--- src/sv/dpb_pkg.sv ---
`default_nettype none

package dpb_pkg;

   // field widths fixed by the pixel and point formats
   localparam int DEPTH_W    = 16;
   localparam int COORD_W    = 12;
   localparam int COLOUR_W   = 8;
   localparam int RECIP_W    = 24;
   localparam int CENTRE_W   = 16;
   localparam int POINT_W    = 24;
   localparam int CSR_IDX_W  = 3;
   localparam int CSR_DATA_W = 24;

   // pipeline depth from input register to output register
   localparam int NSTAGE = 6;

   typedef enum logic [CSR_IDX_W-1:0] {
      CSR_METRES_PER_COUNT = 3'd0,
      CSR_INV_FOCAL_X      = 3'd1,
      CSR_INV_FOCAL_Y      = 3'd2,
      CSR_CENTRE_X         = 3'd3,
      CSR_CENTRE_Y         = 3'd4
   } csr_index_type;

   localparam logic [RECIP_W-1:0]  RST_METRES_PER_COUNT = 24'd16777;
   localparam logic [RECIP_W-1:0]  RST_INV_FOCAL_X      = 24'd32389;
   localparam logic [RECIP_W-1:0]  RST_INV_FOCAL_Y      = 24'd32389;
   localparam logic [CENTRE_W-1:0] RST_CENTRE_X         = 16'd5208;
   localparam logic [CENTRE_W-1:0] RST_CENTRE_Y         = 16'd4056;

   typedef struct packed {
      logic [DEPTH_W-1:0]  depth_value;
      logic [COORD_W-1:0]  pixel_row;
      logic [COORD_W-1:0]  pixel_col;
      logic [COLOUR_W-1:0] blue_in;
      logic [COLOUR_W-1:0] green_in;
      logic [COLOUR_W-1:0] red_in;
   } req_type;

   typedef struct packed {
      logic signed [POINT_W-1:0] point_x;
      logic signed [POINT_W-1:0] point_y;
      logic [POINT_W-1:0]        point_z;
      logic [COLOUR_W-1:0]       blue_out;
      logic [COLOUR_W-1:0]       green_out;
      logic [COLOUR_W-1:0]       red_out;
   } rsp_type;

   // per-stage load enables shared by every datapath slice
   typedef struct packed {
      logic [NSTAGE-1:0] adv;
   } pipe_ctl_type;

endpackage

`default_nettype wire

--- src/sv/dpb_zscale.sv ---
`default_nettype none

module dpb_zscale (
   input  wire logic                          clock,
   input  wire dpb_pkg::pipe_ctl_type         ctl,
   input  wire logic [dpb_pkg::DEPTH_W-1:0]   depth,
   input  wire logic [dpb_pkg::RECIP_W-1:0]   metres_per_count,
   output logic      [dpb_pkg::POINT_W-1:0]   z
);

   localparam int PROD_W = dpb_pkg::DEPTH_W + dpb_pkg::RECIP_W;

   logic [PROD_W-1:0]           prod_ff;
   logic [dpb_pkg::POINT_W-1:0] z_ff;
   logic [PROD_W:0]             round_in;
   logic [PROD_W-8:0]           shifted_in;
   logic [dpb_pkg::POINT_W-1:0] z_in;

   // stage 0: depth times metres per count, Q16.24
   always_ff @(posedge clock) begin
      if (ctl.adv[0]) begin
         prod_ff <= depth * metres_per_count;
      end
   end

   // stage 1: round half up to Q8.16 and clamp
   always_comb begin
      round_in   = {1'b0, prod_ff} + (PROD_W + 1)'(128);
      shifted_in = round_in[PROD_W:8];
      if (|shifted_in[PROD_W-8:dpb_pkg::POINT_W]) begin
         z_in = {dpb_pkg::POINT_W{1'b1}};
      end else begin
         z_in = shifted_in[dpb_pkg::POINT_W-1:0];
      end
   end

   always_ff @(posedge clock) begin
      if (ctl.adv[1]) begin
         z_ff <= z_in;
      end
   end

   assign z = z_ff;

endmodule

`default_nettype wire

--- config.mk ---
export PLATFORM = sky130hd
export DESIGN_NAME = dpb_zscale
export DESIGN_NICKNAME = d
export VERILOG_FILES = /design/src/sv/dpb_pkg.sv /design/src/sv/dpb_zscale.sv
export SDC_FILE = /design/constraint.sdc
export NUM_CORES = 1
export LEC_CHECK = 0
export BUFFER_PORTS_ARGS = -buffer_cell sky130_fd_sc_hd__buf_2
export CAP_MARGIN = 25
export CORE_ASPECT_RATIO = 1.25
export CORE_MARGIN = 4
export CORE_UTILIZATION = 55
export CTS_BUF_LIST = sky130_fd_sc_hd__clkbuf_4 sky130_fd_sc_hd__clkbuf_8
export CTS_CLUSTER_SIZE = 25
export DETAILED_ROUTE_END_ITERATION = 16
export PLACE_DENSITY_LB_ADDON = 0.25
export SLEW_MARGIN = 40
export SYNTH_ARGS = -nofsm -noshare
export SYNTH_HDL_FRONTEND = slang
export SYNTH_SLANG_ARGS = --single-unit
export TNS_END_PERCENT = 30
--- constraint.sdc ---
create_clock -name clock -period 8.7 [get_ports clock]
set_input_delay 0.87 -clock clock [delete_from_list [all_inputs] [get_ports clock]]
set_output_delay 0.87 -clock clock [all_outputs]
set_load 0.01 [all_outputs]
==> flow_metrics.tcl <==
set metrics [dict create \
    crit_arrival_ns 7.20 \
    status "complete, no violations" \
    maxSlewHeadroom 0.510 \
    setup_viol 0 \
    yosysMostFrequentCell "inv_1" \
    synthArstFlopShare 0 \
    wl_met2_mm 18.5 \
    cts_tree "built" \
    drive_gt1_frac 0.0681 \
    cts-resized-gates 0 \
    finalClockSkew_ns 0.00647 \
    nNetsFinal 2091 \
    synth.top_cell.area_share 0.413 \
    numPortBuffers 66 \
    syn-cell-area_um2 14800 \
    worstPathMaxFanout 24 \
    period_share 0.816 \
    worstSetupPathType "in -> reg" \
    fp.dieW_um 155 \
    grt_overflow_total 0 \
    grt_start_max_net_pins 34 \
    synth_cell_types 53 \
    cts_setup_buffers 0 \
    wl_per_cell_um 17.0 \
    synthCells 1621 \
    finalCoreUtilization 0.587 \
    drt_iter0_markers 628 \
    die_h_um 191 \
    synth-main-ff-cell "edfxtp_1" \
    antenna_found_initial 0 \
    worstHoldPathType "reg -> reg" \
    yosys-top-cells-area "fa_1 41%, edfxtp_1 12%, ha_1 9.3%" \
    synth_top_cells_by_count "347 x inv_1, 305 x fa_1, 261 x nand2_1" \
    final_area_um2 15400 \
    hpwlAfterDp_mm 26.4 \
    grt_pass1_wl_mm 56.6 \
    cts.clk_slew.worst_paths_ns 0.05 \
    grt_pass1_vias 11705 \
    slowest_stage "fa_1" \
    highest_layer "met4" \
    synth_compound_area_frac 0.0507 \
    rows 66 \
    wl_met3_mm 1.46 \
    synth_warnings 0 \
    routed_wl_mm 33.4 \
    hold_violations 0 \
    drt_pass1_iterations 5 \
    globalplace.congestion 0.862 \
    num-fill-cells 2390 \
    cts_root_buf "clkbuf_8" \
    r2r_cells 9 \
    drv_slew 0 \
    endpoint_kind "flop" \
    clk_path_buf_depth 2 \
    setup_tns_ns 0 \
    rsz0062_at_grt "false" \
    holdPathStages 2 \
    viasPerCell 5.51 \
    synthAdderAreaFrac 0.506 \
    synth_largest_area_cell "fa_1" \
    htreeDepth 3 \
    vias 10865 \
    grtUsageTotal 0.237 \
    ctsHoldBuffers 0 \
    worstPathRequired_ns 8.80 \
    final_cell_count_no_fill 1971 \
    synthSimpleGateAreaFrac 0.185 \
    start_util 0.563 \
    antenna_left 0 \
    path_common_cell "fa_1" \
    synthMuxAreaShare 0.00135 \
    dieArea_um2 29600 \
    numCtsBuffers 9 \
    drc_errors 0 \
    synth_edf_count 57 \
    syn_nets 2083 \
    cts.sinks 57 \
    area_delta_synth_final_pct 4.28 \
    clk_latency_ns 0.32 \
    startpoint_type "input port" \
    dpl-instance-area_um2 15300 \
    worstPathCellList "buf_2 -> nand2_1 -> fa_1 -> fa_1 -> fa_1 -> inv_1 -> fa_1 -> fa_1 -> fa_1 -> ha_1 -> a21oi_1 -> o21ai_0 -> a31oi_1 -> a31oi_1 -> a311oi_1 -> o21ai_1 -> and3_1 -> nor4_1" \
    ys_seq_elements 57 \
    met1_length_mm 12.5 \
    core-area_um2 26300 \
    finalCriticalPeriod_ns 7.10 \
    tightest_slew_ns 0.734 \
    io_pins 71 \
    max_freq_ghz 0.141 \
    synth_xor_area_frac 0.0332 \
    critPathMaxStageDelay_ns 0.55 \
    dp_cells 1958 \
    post_synth.cell_area_avg_um2 9.12 \
    synth_top_family_by_area "adder cells" \
    antenna_cells 0 \
    yosysSeqAreaShare 0.116 \
    cap_violations 0 \
]
-- sequential cells by signal, summed over array words and instances, names as in the netlist --
name and count:
prod_ff 33, z 24
-- worst max-delay path: cells and delay by family --
kind,cells,cell delay (ns)
and+or+nand+nor,3,0.74
buffers and inverters,2,0.48
adders and majority gates,7,3.39
AOI/OAI and AO/OA,6,1.72
-- routing by layer --
metal / vias up / global-route usage
met5: - / 0
met4: 0 / 0.0697
met3: 84 / 0.0222
met2: 289 / 0.453
met1: 5604 / 0.281
li1: 4888 / -
-- kinds of logic after synthesis --
logic type | after synthesis
AOI/OAI and AO/OA | 118
muxes | 2
buffers and inverters | 419
DFF | 57
and+or+nand+nor | 554
adders and majority gates | 415
xor gates and xnor gates | 56
-- cell usage in the layout, fill, tap and decap left out, types with 4 or more instances in the layout --
| cell | Yosys | final |
|---|---|---|
| edfxtp_1 | 57 | 57 |
| o21ai_1 | 17 | 17 |
| o21ai_0 | 5 | 5 |
| a31oi_1 | 7 | 7 |
| or3_1 | 5 | 5 |
| inv_1 | 347 | 347 |
| nor2b_1 | 6 | 6 |
| buf_2 | 0 | 66 |
| nand4_1 | 10 | 10 |
| nand2_1 | 261 | 261 |
| o21a_1 | 4 | 4 |
| xor2_1 | 29 | 29 |
| a21oi_1 | 41 | 41 |
| and3_1 | 10 | 10 |
| nor2_1 | 25 | 25 |
| clkbuf_8 | 0 | 9 |
| a21o_1 | 15 | 15 |
| nand3_1 | 21 | 21 |
| fa_1 | 305 | 305 |
| nor3_1 | 13 | 13 |
| nand2_2 | 20 | 20 |
| xnor2_1 | 27 | 27 |
| and2_1 | 169 | 169 |
| ha_1 | 110 | 110 |
-- through the flow --
stage          hold WS (ns)  worst slack [ns]
2_1_floorplan         0.556              2.14
3_3_place_gp          0.587              1.45
3_5_place_dp          0.585              1.39
4_1_cts               0.598              1.71
5_1_grt               0.630              1.32
6_report              0.593              1.60
-- area by class of cell --
cell class,count,area [um^2],area share
multi-input combinational,1145,11500,0.745
inverter,349,1310,0.0850
timing repair buffer,67,338,0.0219
clock buffer,11,139,0.00901
clock inverter,2,8.76,0.000568
sequential,57,1710,0.111
tap,340,425,0.0276
-- final timing paths --
check,from,end,slack (ns)
setup / recovery,depth[1],prod_ff[32]$_DFFE_PP_,1.60
hold reg to reg,prod_ff[20]$_DFFE_PP_,z[12]$_SDFFCE_PP1P_,0.59
hold / removal,prod_ff[20]$_DFFE_PP_,z[12]$_SDFFCE_PP1P_,0.59
setup reg to reg,prod_ff[9]$_DFFE_PP_,z[8]$_SDFFCE_PP1P_,5.80
Power is left out: the tool's default activity adds up to more than one toggle a clock period on the data nets, which glitch-free logic cannot reach.
