===== config.mk =====
export PLATFORM = sky130hd
export DESIGN_NAME = dpb_lateral
export DESIGN_NICKNAME = d
export VERILOG_FILES = /design/src/sv/dpb_pkg.sv /design/src/sv/dpb_lateral.sv
export SDC_FILE = /design/constraint.sdc
export NUM_CORES = 2
export LEC_CHECK = 0
export BUFFER_PORTS_ARGS = -buffer_cell sky130_fd_sc_hd__clkbuf_2
export CAP_MARGIN = 10
export CORE_ASPECT_RATIO = 0.9
export CORE_MARGIN = 3
export CORE_UTILIZATION = 64
export DETAILED_ROUTE_END_ITERATION = 7
export GPL_TIMING_DRIVEN = 0
export MAX_ROUTING_LAYER = met4
export PLACE_DENSITY = 0.86
export SLEW_MARGIN = 20
export SYNTH_ARGS = -nofsm -noshare
export SYNTH_HDL_FRONTEND = slang
export SYNTH_SLANG_ARGS = --single-unit

===== constraint.sdc =====
create_clock -name clock -period 22.1 [get_ports clock]
set_input_delay 3.315 -clock clock [delete_from_list [all_inputs] [get_ports clock]]
set_output_delay 3.315 -clock clock [all_outputs]
set_load 0.05 [all_outputs]

===== src/sv/dpb_pkg.sv =====
`default_nettype none

package dpb_pkg;

   // field widths fixed by the pixel and point formats
   localparam int DEPTH_W    = 16;
   localparam int COORD_W    = 12;
   localparam int COLOUR_W   = 8;
   localparam int RECIP_W    = 24;
   localparam int CENTRE_W   = 16;
   localparam int POINT_W    = 24;
   localparam int CSR_IDX_W  = 3;
   localparam int CSR_DATA_W = 24;

   // pipeline depth from input register to output register
   localparam int NSTAGE = 6;

   typedef enum logic [CSR_IDX_W-1:0] {
      CSR_METRES_PER_COUNT = 3'd0,
      CSR_INV_FOCAL_X      = 3'd1,
      CSR_INV_FOCAL_Y      = 3'd2,
      CSR_CENTRE_X         = 3'd3,
      CSR_CENTRE_Y         = 3'd4
   } csr_index_type;

   localparam logic [RECIP_W-1:0]  RST_METRES_PER_COUNT = 24'd16777;
   localparam logic [RECIP_W-1:0]  RST_INV_FOCAL_X      = 24'd32389;
   localparam logic [RECIP_W-1:0]  RST_INV_FOCAL_Y      = 24'd32389;
   localparam logic [CENTRE_W-1:0] RST_CENTRE_X         = 16'd5208;
   localparam logic [CENTRE_W-1:0] RST_CENTRE_Y         = 16'd4056;

   typedef struct packed {
      logic [DEPTH_W-1:0]  depth_value;
      logic [COORD_W-1:0]  pixel_row;
      logic [COORD_W-1:0]  pixel_col;
      logic [COLOUR_W-1:0] blue_in;
      logic [COLOUR_W-1:0] green_in;
      logic [COLOUR_W-1:0] red_in;
   } req_type;

   typedef struct packed {
      logic signed [POINT_W-1:0] point_x;
      logic signed [POINT_W-1:0] point_y;
      logic [POINT_W-1:0]        point_z;
      logic [COLOUR_W-1:0]       blue_out;
      logic [COLOUR_W-1:0]       green_out;
      logic [COLOUR_W-1:0]       red_out;
   } rsp_type;

   // per-stage load enables shared by every datapath slice
   typedef struct packed {
      logic [NSTAGE-1:0] adv;
   } pipe_ctl_type;

endpackage

`default_nettype wire


===== src/sv/dpb_lateral.sv =====
`default_nettype none

module dpb_lateral (
   input  wire logic                           clock,
   input  wire dpb_pkg::pipe_ctl_type          ctl,
   input  wire logic [dpb_pkg::COORD_W-1:0]    coord,
   input  wire logic [dpb_pkg::CENTRE_W-1:0]   centre,
   input  wire logic [dpb_pkg::RECIP_W-1:0]    inv_focal,
   input  wire logic [dpb_pkg::POINT_W-1:0]    z,
   output logic signed [dpb_pkg::POINT_W-1:0]  result
);

   localparam int PIX_W  = dpb_pkg::COORD_W + 4;
   localparam int MAG_W  = (PIX_W > dpb_pkg::CENTRE_W) ? PIX_W : dpb_pkg::CENTRE_W;
   localparam int ZI_W   = dpb_pkg::POINT_W + dpb_pkg::RECIP_W;
   localparam int HALF_W = ZI_W / 2;
   localparam int PART_W = MAG_W + HALF_W;
   localparam int FULL_W = 64;
   localparam int Q_W    = FULL_W - 28;

   localparam logic [Q_W-1:0] NEG_LIMIT = Q_W'(24'h800000);
   localparam logic [Q_W-1:0] POS_LIMIT = Q_W'(24'h7FFFFF);

   logic [PIX_W-1:0]  pix_in;
   logic              neg_in;
   logic [MAG_W-1:0]  mag_in;

   logic [MAG_W-1:0]  mag0_ff, mag1_ff, mag2_ff;
   logic              neg0_ff, neg1_ff, neg2_ff, neg3_ff, neg4_ff;
   logic [ZI_W-1:0]   zi_ff;
   logic [PART_W-1:0] lo_ff, hi_ff;
   logic [FULL_W:0]   sum_in;
   logic [Q_W-1:0]    q_ff;
   logic [dpb_pkg::POINT_W-1:0] sat_in;
   logic signed [dpb_pkg::POINT_W-1:0] res_ff;

   // stage 0: offset from the principal point, Q12.4, as sign and magnitude
   always_comb begin
      pix_in = {coord, 4'b0000};
      neg_in = MAG_W'(pix_in) < MAG_W'(centre);
      mag_in = neg_in ? (MAG_W'(centre) - MAG_W'(pix_in))
                      : (MAG_W'(pix_in) - MAG_W'(centre));
   end

   always_ff @(posedge clock) begin
      if (ctl.adv[0]) begin
         mag0_ff <= mag_in;
         neg0_ff <= neg_in;
      end
      // stage 1: wait for z
      if (ctl.adv[1]) begin
         mag1_ff <= mag0_ff;
         neg1_ff <= neg0_ff;
      end
      // stage 2: z times reciprocal focal length
      if (ctl.adv[2]) begin
         zi_ff   <= z * inv_focal;
         mag2_ff <= mag1_ff;
         neg2_ff <= neg1_ff;
      end
      // stage 3: magnitude times each half of the scaled depth
      if (ctl.adv[3]) begin
         lo_ff   <= mag2_ff * zi_ff[HALF_W-1:0];
         hi_ff   <= mag2_ff * zi_ff[ZI_W-1:HALF_W];
         neg3_ff <= neg2_ff;
      end
      // stage 4: join partials, round half away from zero
      if (ctl.adv[4]) begin
         q_ff    <= sum_in[FULL_W-1:28];
         neg4_ff <= neg3_ff;
      end
      // stage 5: clamp and apply the sign
      if (ctl.adv[5]) begin
         res_ff <= neg4_ff ? -$signed(sat_in) : $signed(sat_in);
      end
   end

   always_comb begin
      sum_in = (FULL_W + 1)'({hi_ff, {HALF_W{1'b0}}}) + (FULL_W + 1)'(lo_ff)
             + (FULL_W + 1)'(64'd1 << 27);
   end

   always_comb begin
      if (neg4_ff) begin
         sat_in = (q_ff > NEG_LIMIT) ? NEG_LIMIT[dpb_pkg::POINT_W-1:0]
                                     : q_ff[dpb_pkg::POINT_W-1:0];
      end else begin
         sat_in = (q_ff > POS_LIMIT) ? POS_LIMIT[dpb_pkg::POINT_W-1:0]
                                     : q_ff[dpb_pkg::POINT_W-1:0];
      end
   end

   assign result = res_ff;

endmodule

`default_nettype wire


==> impl_results.md <==
- Crit path kind: in -> reg
- Hold Fails Final Rpt: 0
- Synth area leaders: fa_1 (42%), edfxtp_1 (13%), ha_1 (11%)
- WP buf/inv: 7
- Unique masters post-synth: 75
- WP data arrival: 11.56 ns
- Hold Startpoint: mag0_ff[1]$_DFFE_PP_
- Hold crit path type: reg -> reg
- Routed WL: 145 mm
- PostCTS Resize Cnt: 0
- Final HPWL DP: 122 mm
- Rows: 98
- Layout Nets: 7284
- CP startpoint: inv_focal[9]
- Startpoint Class: input pin
- Final Setup Violations: 0
- Syn Area/Cell: 9.38 µm²
- Sequential Area: 0.00652 mm²
- Antenna Violating Nets Remaining: 0
- Initial cell density of the core: 65.0%
- Biggest area consumer among synthesized cells: fa_1
- PortBufs: 106
- Vias per Instance: 5.86
- Vias in the first global route: 41.7k
- Die Span Y: 276 µm
- CTS tree: yes
- Core Area: 0.0798 mm²
- First-pass GRT wire length: 231 mm
- Achievable Freq: 88.7 MHz
- Mapped cell area: 0.0519 mm²
- Async S/R FF share, synth: 0%
- Max Clock Skew: 0.0237 ns
- Final GP Congestion: 1.03
- Worst R2R Start: mag2_ff[5]$_DFFE_PP_
- Worst slew pin tran: 1.19 ns
- Clock tree buffer depth: 3
- Fin crit period: 11.27 ns
- Top cell type's share of synthesized area: 42.2%
- CP endpoint kind: flop
- Clock transition at path regs: 0.06 ns
- Post-synth net total: 7152
- Critical path fanouts, max: 10
- Max-Cap Viols: 0
- Req. time, crit path: 22.39 ns
- Initial DRC count: 3721
- # IOs: 107
- Synth Warn #: 0
- Slew HR: 20.4%
- 1st-pass router iterations: 6
- Layout area overhead: 5.02%
- Top Family by Delay on Critical Path: adder cells
- Top cells by count, synth: inv_1 (1262), fa_1 (1094), nand2_1 (869)
- Pins Over Slew Limit: 0
- Critical-path top delay cell: clkbuf_1
- Register area share after synthesis: 12.6%
- Most used flip-flop cell after synthesis: edfxtp_1
- All-Layer GR Usage: 36.4%
- Via Count: 39.5k
- Total grt overflow: 0
- Share of layout cells above drive strength 1: 2.79%
- Antenna violations before repair: 7
- RSZ-0062 raised after global routing: no
- Flops & latches, synth: 217
- Wire length per cell: 21.6 µm
- Multi-input gate area in the final layout: 0.0397 mm²
- Clock root buffer: clkbuf_16
- DP Cell Count: 6683
- Max incr delay on CP: 0.72 ns
- TNS Setup: 0 ns
- Most common cell in the netlist: inv_1
- CTS Sinks: 217
- Run status: finished, final reports clean
- Number of buffers created by CTS: 23
- Synth Instances: 5526
- Htree depth: 1
- Crit-path most repeated cell: fa_1
- Post-CTS Setup Bufs: 0
- Fillers: 6087
- # DRC: 0
- Non-filler instance count after layout: 6728
- Die Span X: 306 µm
- Clock latency on the worst-skew pair: 0.56 ns
- Post-synth EDFFs: 217
- Hold-fix buffers, CTS: 0
- Final worst-path cycle share: 51.0%
- Largest net degree at the start of global routing: 58
- Full die area: 0.0845 mm²
[worst paths after layout]
kind | endpoint | slack [ns] | cells after the start
worst min register to register | mag1_ff[1]$_DFFE_PP_ | 0.42 | 0
worst min-delay path | mag1_ff[1]$_DFFE_PP_ | 0.42 | 0
worst max register to register | lo_ff[37]$_DFFE_PP_ | 12.55 | 25
worst max-delay path | zi_ff[46]$_DFFE_PP_ | 10.83 | 26
[layer usage]
metal	GRT usage [%]	vias to the layer above	share of wire [%]
li1	-	16800	-
met5	-	-	0
met3	8.95	512	12
met2	54.5	2375	44
met4	15.2	0	5.4
met1	47.9	19700	38
[metrics by stage]
| step | cell area (µm²) | setup slack, ns | util [%] | hold slack (ns) |
|---|---|---|---|---|
| floorplan | 51900 | 12.15 | - | 0.400 |
| global placement | 53700 | 10.53 | 67.3 | 0.400 |
| detailed placement | 53700 | 10.37 | 67.3 | 0.405 |
| CTS | 54400 | 10.92 | 68.2 | 0.418 |
| global route | 54500 | 10.60 | 68.2 | 0.423 |
| finish | 54500 | 10.83 | 68.2 | 0.417 |
[placed cells by master, fill, tap and decap left out, drive strengths merged, types with 7 or more instances in the layout]
cell    count
inv      1264
fa       1094
nand2     869
and2      569
ha        449
clkbuf    377
edfxtp    217
a21oi     124
xnor2     105
nor2       95
o21ai      75
a21o       56
nor3       41
xor2       34
nand3      29
o21a       20
o21bai     19
a31oi      19
nand4      16
nor2b      14
and3       13
or2        12
a211oi     11
nor4       11
nand2b      9
o211ai      9
mux2i       7
a221oi      7
buf         7
[logic make-up (layout without fill, tap and decap cells)]
group / Yosys count / count (layout) / share of synthesized area (%)
AO/OA/AOI/OAI: 402 / 402 / 5.05
flip-flops: 217 / 217 / 12.6
buffers and inverters: 1511 / 1657 / 10.9
multiplexers: 8 / 8 / 0.157
XOR/XNOR: 139 / 139 / 2.35
AND/OR/NAND/NOR: 1706 / 1706 / 15.9
adder cells (fa/ha/maj): 1543 / 1543 / 53.1
other: 0 / 6 / 0
[sequential cells by signal, summed over array words and instances, names as in the netlist]
| name | flops |
|---|---|
| mag2_ff | 16 |
| q_ff | 36 |
| lo_ff | 16 |
| hi_ff | 40 |
| neg0_ff | 1 |
| mag1_ff | 16 |
| zi_ff | 48 |
| result | 24 |
| neg2_ff | 1 |
| mag0_ff | 16 |
| neg1_ff | 1 |
| neg4_ff | 1 |
| neg3_ff | 1 |
[layout make-up]
cell class              count  area share [%]
clock buffers              28            1.09
inverters                1262            8.70
repair buffers            107            1.03
flip-flops and latches    217            12.0
diodes                      6          0.0276
well taps                1050            2.41
multi-input cells        3798            72.8
clock inverters            11           0.211
plain buffers             249            1.72
Power is left out: the tool's default activity adds up to more than one toggle a clock period on the data nets, which glitch-free logic cannot reach.
